### src/rtl/ctsw_pkg.sv
// ---------------------------------------------------------------------------
// ctsw_pkg
// Types, codes, sizes and the control store of the swap walk core.
// ---------------------------------------------------------------------------
package ctsw_pkg;

  // table geometry
  localparam int MAX_ROWS   = 16;
  localparam int MAX_COLS   = 16;
  localparam int COUNT_BITS = 16;
  localparam int ROW_W      = $clog2(MAX_ROWS);
  localparam int COL_W      = $clog2(MAX_COLS);
  localparam int DEPTH      = MAX_ROWS * MAX_COLS;
  localparam int ADDR_W     = $clog2(DEPTH);
  localparam int SLOTS      = 4;
  localparam int SLOT_W     = $clog2(SLOTS);
  localparam int PC_W       = 4;

  localparam logic [COUNT_BITS-1:0] CELL_MAX = '1;

  typedef enum logic [1:0] {
    OP_COUNT = 2'd0,
    OP_STEP  = 2'd1,
    OP_READ  = 2'd2,
    OP_NONE  = 2'd3
  } op_e;

  typedef enum logic [2:0] {
    ST_DONE   = 3'd0,
    ST_SAME   = 3'd1,
    ST_REJECT = 3'd2,
    ST_STUCK  = 3'd3,
    ST_BAD    = 3'd4
  } status_e;

  typedef enum logic [1:0] {
    CFG_ROWS = 2'd0,
    CFG_COLS = 2'd1,
    CFG_FROW = 2'd2,
    CFG_FCOL = 2'd3
  } cfg_idx_e;

  // input word
  typedef struct packed {
    logic [1:0] operation;
    logic [4:0] row_label;
    logic [4:0] col_label;
    logic [3:0] read_row;
    logic [3:0] read_col;
    logic [3:0] row_offset_a;
    logic [3:0] row_offset_b;
    logic [3:0] pick_col_a;
    logic [3:0] pick_col_b;
  } cmd_t;

  // result word
  typedef struct packed {
    logic [2:0]  status;
    logic [15:0] cell_value;
  } result_t;

  // configuration as seen by the decoder
  typedef struct packed {
    logic [4:0] rows_in_use;
    logic [4:0] cols_in_use;
    logic [3:0] frozen_row;
    logic [3:0] frozen_col;
  } cfg_t;

  // decoder verdict and the cell addresses of one item
  // slot 0 (i1,j2), slot 1 (i2,j1), slot 2 (i1,j1), slot 3 (i2,j2);
  // count and read use slot 0 only
  typedef struct packed {
    status_e                      status;
    logic [SLOTS-1:0][ADDR_W-1:0] addr;
  } decode_t;

  // jump conditions of the microprogram
  typedef enum logic [2:0] {
    C_NONE,
    C_ALWAYS,
    C_FAIL,
    C_READ,
    C_COUNT,
    C_NO_MOVE,
    C_SAT0
  } cond_e;

  typedef struct packed {
    logic              rd_en;
    logic [SLOT_W-1:0] rd_slot;
    logic              cap_en;
    logic [SLOT_W-1:0] cap_slot;
    logic              wr_en;
    logic [SLOT_W-1:0] wr_slot;
    logic              wr_inc;
    cond_e             cond;
    logic [PC_W-1:0]   target;
    logic              fin;
  } ctrl_t;

  // program addresses
  localparam logic [PC_W-1:0] PC_CHK_CNT = PC_W'(11);
  localparam logic [PC_W-1:0] PC_FIN     = PC_W'(13);

  function automatic logic [ADDR_W-1:0] cell_addr(input logic [ROW_W-1:0] row,
                                                  input logic [COL_W-1:0] col);
    return ADDR_W'(row) * ADDR_W'(MAX_COLS) + ADDR_W'(col);
  endfunction

  function automatic ctrl_t cw(input logic rd_en, input int rd_slot,
                               input logic cap_en, input int cap_slot,
                               input logic wr_en, input int wr_slot,
                               input logic wr_inc, input cond_e cond,
                               input logic [PC_W-1:0] target, input logic fin);
    ctrl_t c;
    c.rd_en    = rd_en;
    c.rd_slot  = SLOT_W'(rd_slot);
    c.cap_en   = cap_en;
    c.cap_slot = SLOT_W'(cap_slot);
    c.wr_en    = wr_en;
    c.wr_slot  = SLOT_W'(wr_slot);
    c.wr_inc   = wr_inc;
    c.cond     = cond;
    c.target   = target;
    c.fin      = fin;
    return c;
  endfunction

  // control store: reads, check, then writes; count and read share the head
  function automatic ctrl_t ucode(input logic [PC_W-1:0] pc);
    ctrl_t c;
    unique case (pc)
      4'd0:    c = cw(1'b1, 0, 1'b0, 0, 1'b0, 0, 1'b0, C_FAIL,    PC_FIN,     1'b0);
      4'd1:    c = cw(1'b1, 1, 1'b1, 0, 1'b0, 0, 1'b0, C_READ,    PC_FIN,     1'b0);
      4'd2:    c = cw(1'b0, 0, 1'b0, 0, 1'b0, 0, 1'b0, C_COUNT,   PC_CHK_CNT, 1'b0);
      4'd3:    c = cw(1'b1, 2, 1'b1, 1, 1'b0, 0, 1'b0, C_NONE,    PC_FIN,     1'b0);
      4'd4:    c = cw(1'b1, 3, 1'b1, 2, 1'b0, 0, 1'b0, C_NONE,    PC_FIN,     1'b0);
      4'd5:    c = cw(1'b0, 0, 1'b1, 3, 1'b0, 0, 1'b0, C_NONE,    PC_FIN,     1'b0);
      4'd6:    c = cw(1'b0, 0, 1'b0, 0, 1'b0, 0, 1'b0, C_NO_MOVE, PC_FIN,     1'b0);
      4'd7:    c = cw(1'b0, 0, 1'b0, 0, 1'b1, 0, 1'b0, C_NONE,    PC_FIN,     1'b0);
      4'd8:    c = cw(1'b0, 0, 1'b0, 0, 1'b1, 1, 1'b0, C_NONE,    PC_FIN,     1'b0);
      4'd9:    c = cw(1'b0, 0, 1'b0, 0, 1'b1, 2, 1'b1, C_NONE,    PC_FIN,     1'b0);
      4'd10:   c = cw(1'b0, 0, 1'b0, 0, 1'b1, 3, 1'b1, C_ALWAYS,  PC_FIN,     1'b0);
      4'd11:   c = cw(1'b0, 0, 1'b0, 0, 1'b0, 0, 1'b0, C_SAT0,    PC_FIN,     1'b0);
      4'd12:   c = cw(1'b0, 0, 1'b0, 0, 1'b1, 0, 1'b1, C_NONE,    PC_FIN,     1'b0);
      4'd13:   c = cw(1'b0, 0, 1'b0, 0, 1'b0, 0, 1'b0, C_NONE,    PC_FIN,     1'b1);
      default: c = cw(1'b0, 0, 1'b0, 0, 1'b0, 0, 1'b0, C_ALWAYS,  PC_FIN,     1'b0);
    endcase
    return c;
  endfunction

endpackage

### src/rtl/ctsw_decode.sv
// ---------------------------------------------------------------------------
// ctsw_decode
// Range checks, frozen-point handling and cell addresses for one word.
// ---------------------------------------------------------------------------
module ctsw_decode (
  input  ctsw_pkg::cmd_t    cmd_i,
  input  ctsw_pkg::cfg_t    cfg_i,
  output ctsw_pkg::decode_t dec_o
);
  import ctsw_pkg::*;

  logic [4:0] n, m;
  logic [4:0] k, span;
  logic [3:0] l;
  logic [3:0] i1, i2;
  logic       col_end;
  logic       stuck, bad_pick, touches;
  logic [4:0] rl_m1, cl_m1;

  // clamp the sizes to 1..max
  always_comb begin
    if (cfg_i.rows_in_use == 5'd0) n = 5'd1;
    else if (cfg_i.rows_in_use > 5'(MAX_ROWS)) n = 5'(MAX_ROWS);
    else n = cfg_i.rows_in_use;
    if (cfg_i.cols_in_use == 5'd0) m = 5'd1;
    else if (cfg_i.cols_in_use > 5'(MAX_COLS)) m = 5'(MAX_COLS);
    else m = cfg_i.cols_in_use;
  end

  // effective frozen point, wraps to the next row at the last column
  assign col_end = {1'b0, cfg_i.frozen_col} >= (m - 5'd1);
  assign k       = col_end ? ({1'b0, cfg_i.frozen_row} + 5'd1) : {1'b0, cfg_i.frozen_row};
  assign l       = col_end ? 4'd0 : cfg_i.frozen_col;
  assign stuck   = (m < 5'd2) || (({1'b0, k} + 6'd1) >= {1'b0, n});
  assign span    = n - k;
  assign i1      = k[3:0] + cmd_i.row_offset_a;
  assign i2      = k[3:0] + cmd_i.row_offset_b;

  assign bad_pick = ({1'b0, cmd_i.row_offset_a} >= span) ||
                    ({1'b0, cmd_i.row_offset_b} >= span) ||
                    (cmd_i.row_offset_a == cmd_i.row_offset_b) ||
                    ({1'b0, cmd_i.pick_col_a} >= m) ||
                    ({1'b0, cmd_i.pick_col_b} >= m) ||
                    (cmd_i.pick_col_a == cmd_i.pick_col_b);

  assign touches = ((cmd_i.row_offset_a == 4'd0) || (cmd_i.row_offset_b == 4'd0)) &&
                   ((cmd_i.pick_col_a < l) || (cmd_i.pick_col_b < l));

  assign rl_m1 = cmd_i.row_label - 5'd1;
  assign cl_m1 = cmd_i.col_label - 5'd1;

  // verdict and addresses per operation
  always_comb begin
    dec_o.status = ST_BAD;
    dec_o.addr   = '0;
    unique case (op_e'(cmd_i.operation))
      OP_COUNT: begin
        dec_o.addr[0] = cell_addr(ROW_W'(rl_m1), COL_W'(cl_m1));
        if (cmd_i.row_label != 5'd0 && cmd_i.row_label <= n &&
            cmd_i.col_label != 5'd0 && cmd_i.col_label <= m) begin
          dec_o.status = ST_DONE;
        end
      end
      OP_STEP: begin
        dec_o.addr[0] = cell_addr(ROW_W'(i1), COL_W'(cmd_i.pick_col_b));
        dec_o.addr[1] = cell_addr(ROW_W'(i2), COL_W'(cmd_i.pick_col_a));
        dec_o.addr[2] = cell_addr(ROW_W'(i1), COL_W'(cmd_i.pick_col_a));
        dec_o.addr[3] = cell_addr(ROW_W'(i2), COL_W'(cmd_i.pick_col_b));
        priority if (stuck) dec_o.status = ST_STUCK;
        else if (bad_pick)  dec_o.status = ST_BAD;
        else if (touches)   dec_o.status = ST_REJECT;
        else                dec_o.status = ST_DONE;
      end
      OP_READ: begin
        dec_o.addr[0] = cell_addr(ROW_W'(cmd_i.read_row), COL_W'(cmd_i.read_col));
        if ({1'b0, cmd_i.read_row} < n && {1'b0, cmd_i.read_col} < m) begin
          dec_o.status = ST_DONE;
        end
      end
      OP_NONE: dec_o.status = ST_BAD;
    endcase
  end

endmodule

### config.mk
export PLATFORM = sky130hd
export DESIGN_NAME = ctsw_decode
export DESIGN_NICKNAME = d
export VERILOG_FILES = /design/src/rtl/ctsw_pkg.sv /design/src/rtl/ctsw_decode.sv
export SDC_FILE = /design/constraint.sdc
export NUM_CORES = 1
export LEC_CHECK = 0
export ABC_AREA = 0
export BUFFER_PORTS_ARGS = -buffer_cell sky130_fd_sc_hd__buf_2
export CAP_MARGIN = 20
export CORE_MARGIN = 5
export CORE_UTILIZATION = 28
export DETAILED_ROUTE_END_ITERATION = 7
export MAX_ROUTING_LAYER = met4
export PLACE_DENSITY = 0.59
export SLEW_MARGIN = 10
export SYNTH_ARGS = -nofsm -noshare
export SYNTH_HDL_FRONTEND = slang
export SYNTH_SLANG_ARGS = --single-unit
### constraint.sdc
create_clock -name vclk -period 4.3
set_input_delay 0.215 -clock vclk [all_inputs]
set_output_delay 0.215 -clock vclk [all_outputs]
set_load 0.03 [all_outputs]
=== Word level (Yosys, flattened, before mapping) ===
Cells that the tools add are included.

* Input port bits: 54
* Logic and storage cells: 68
* Register bits: 0

* Magnitude comparators: 15
* Reductions and logical operators: 20
* Mux-type cells: 14
* Equality and inequality tests: 5
* $add $sub $neg: 14

{| class="wikitable"
|+ Operators by type and width
! operator !! number
|-
| $add A8 B4 Y8 || 6
|-
| $ge A4 B5 Y1 || 5
|-
| $mux W5 || 5
|-
| $mux W24 || 1
|-
| $pmux W8 S3 || 1
|-
| $mux W3 || 4
|-
| $pmux W3 S4 || 1
|-
| $gt A5 B5 Y1 const B || 2
|-
| $le A5 B5 Y1 || 2
|-
| $logic_not A5 Y1 || 2
|-
| $lt A4 B5 Y1 || 2
|-
| $reduce_bool A5 Y1 || 2
|-
| $add A4 B4 Y4 || 2
|-
| $eq A4 B4 Y1 || 2
|-
| $logic_not A4 Y1 || 2
|-
| $logic_or A1 B1 Y1 || 8
|-
| $lt A4 B4 Y1 || 2
|-
| $sub A4 B1 Y4 const B || 2
|-
| $add A5 B1 Y6 const B || 1
|-
| $ge A6 B5 Y1 || 1
|-
| $add A4 B1 Y5 const B || 1
|-
| $logic_and A1 B1 Y1 || 5
|-
| $lt A5 B2 Y1 const B || 1
|-
| $sub A5 B1 Y5 const B || 1
|-
| other kinds (6) || 7
|}

=== Longest topological paths before layout ===
* Word-level depth: 16
* Mapped depth: 20
* Gate-level depth less buffers: 20

=== Worst setup path after synthesis ===
No wires, ideal clock.

* Kind: in2out
* From: input port cfg_i[9] in the netlist's numbering
* To: output port dec_o[34] in the netlist's numbering
* Data arrival time: 4555 ps
* Path buffers: 0
* Setup slack: -470 ps
* Required time: 4085 ps
* Stages: 19
* Path through: nor3_1 > nor2_1 > nor2_1 > inv_1 > ha_1 > xor2_1 > ha_1 > o21ai_0 > nor2b_1 > nor3_2 > mux2i_1 > inv_1 > fa_1 > ha_1 > a21oi_1 > or3b_1 > a221oi_2 > a211oi_2 > o31ai_2

{| class="wikitable"
|+ RTL lines
! element !! line !! source
|-
| start: declaration || ctsw_decode.sv:7 || <nowiki>input ctsw_pkg::cfg_t cfg_i,</nowiki>
|-
| end: declaration || ctsw_decode.sv:8 || <nowiki>output ctsw_pkg::decode_t dec_o</nowiki>
|}

==> out/qor.csv <==
metric,value,unit
holdBufCountCts,0,
die_y,102,µm
finalWorstSetupSlack,-123,ps
violations,negative setup slack,
cp_max_fo,3,
routed-via-count,2530,
grt_antenna_before_repair,0,
grt_pass1_wl,11900,µm
area_delta_synth_final,37.3,%
core_area,8220,µm²
endpoint_kind,output port,
status,"complete, but fails checks",
max_freq,226,MHz
fin_crit_sh,103,%
ant_nets,0,
min_path_type,input port to output port,
initial_core_util,28.7,%
utilization,39.5,%
critPathArrivalTime,4210,ps
p_per_area,177,nW/µm²
rsz0062_at_grt,true,
grt.total_usage,14.5,%
p_leak,0.00174,µW
fin_crit,4420,ps
tightest_slew,548,ps
final_nets,539,
power_frac_seq,0,%
combinationalPowerShare,100.0,%
hold_viol,0,
grt_pass1_vias,2487,
cap_viol_max_count,0,
switching_share,55.0,%
grt_max_degree,16,
clkPwrFrac,0,%
worst-setup-path-type,input port to output port,
synth_area,2360,µm²
p_int,258,µW
tns,-228,ps
yosys-top-cells-area,"ha_1 32%, xnor2_1 5.9%, xor2_1 5.2%, inv_1 4.6%, a21oi_1 4.4%",
regArea,0,µm²
avgSynthCellArea,7.55,µm²
drive_gt1_share,36.0,%
synth.distinct_cells,49,
nClkBuffers,0,
max_slew_margin,63.4,%
grt_remaining_overflow,0,
fp.dieArea,10400,µm²
place_hpwl,6490,µm
seq_area_frac_synth,0,%
critPathRequiredTime,4090,ps
power_switching,316,µW
setup_viol,2,
wl_per_cell,14.2,µm
die_w,102,µm
slew_viol_final,0,
preCtsSetupSlack,-253,ps
diodes,0,
rows,33,
drc,0,
viasPerCell,4.82,
yosys_warnings,0,
synth.top_cell.area_share,31.8,%
startpoint_type,input port,
syn_nets,430,
ios,89,
io_buffers,89,
drt_wl_total,7440,µm
multi_input_area,2290,µm²
gp_congestion,0.882,
synth_area_leader_cell,ha_1,
seq_cell_count,0,
syn_inst,313,
drt_first_pass_iters,4,
irDropWorstVdd,0.0641,mV
fill_cells,862,
drt-initial-drc-count,51,
critical path, stage by stage:
cell and delay [ps]:
buf_6 100, nor3_4 190, nor2_2 60, nor2_2 130, inv_2 70, ha_4 170
xor2_2 140, ha_1 300, o21ai_2 150, nor2b_4 190, nor3_4 60, buf_6 130
xor2_2 170, ha_2 200, fa_1 460, ha_1 300, a21oi_1 60, or3b_1 360
a221oi_2 260, a211oi_2 100, a31o_1 260, buf_6 150
per-stage QoR:
stage	cell area, µm²	std cells	hold slack [ps]	total power [µW]
floorplan	2420	313	616	371
global placement	3100	518	863	528
detailed placement	3100	518	871	536
CTS	3180	522	875	558
global route	3240	525	915	635
finish	3240	525	877	575
cell type report:
type,count,area share (%)
repair buffers,120,21.8
inverters,31,3.59
well taps,105,4.05
multi-input cells,269,70.6
worst paths after layout:
path / slack, ps / cells after the start / to / start
worst max-delay path: -120 / 22 / dec_o[33] / cfg_i[9]
worst min-delay path: 880 / 4 / dec_o[8] / cmd_i[4]
cell usage in the layout (no fill, tap or decap), types with 3 or more instances in the layout:
cell,instances
a21o_1,10
a21oi_1,19
and3_1,8
buf_2,85
buf_4,30
buf_6,5
fa_1,3
ha_1,57
inv_1,27
inv_2,3
mux2i_1,5
nand2_1,19
nand2b_1,11
nand3_1,5
nor2_1,20
nor2b_1,6
nor3_1,3
o21a_1,7
o21ai_0,8
o22ai_1,7
o31ai_1,4
xnor2_1,16
xor2_1,12
xor2_2,3
timing repair:
item,in CTS,in global routing
endpoints found under the setup margin,2,3
gates cloned,0,0
pin swaps,13,17
setup buffers,4,4
gates resized for setup,9,12
cell usage after synthesis, drive strengths merged, types with 4 or more instances:
cell and n:
nor3 7, xor2 15, ha 60, clkbuf 4, o22ai 7, nor2 22, o21a 7, nand3 6
o31ai 6, nand2 19, o21ai 11, inv 30, xnor2 16, and3 9, mux2i 6, a21oi 21
nand2b 11, a21o 10, buf 9, nor2b 7
layer usage:
| layer | wire length (µm) | up-vias | part of all wire [%] | global-route usage [%] |
|---|---|---|---|---|
| met5 | 0 | - | 0 | - |
| met4 | 39 | 0 | 0.52 | 0.605 |
| met3 | 483 | 2 | 6.5 | 0.205 |
| met2 | 3530 | 77 | 47 | 25.2 |
| met1 | 3390 | 1129 | 46 | 19.9 |
| li1 | - | 1322 | - | - |
power groups by stage:
stage	combinational [µW]	clock, µW	sequential [µW]
CTS	558	0	0
global route	635	0	0
finish	575	0	0
detailed placement	536	0	0
global placement	528	0	0
floorplan	371	0	0
kinds of logic after synthesis:
logic type	synth area share (%)
fa+ha+maj	34.3
buf+inv	8.26
mux	2.54
compound gates	21.3
xor+xnor	11.8
simple gates	21.8
(Power assumes the default switching activity.)
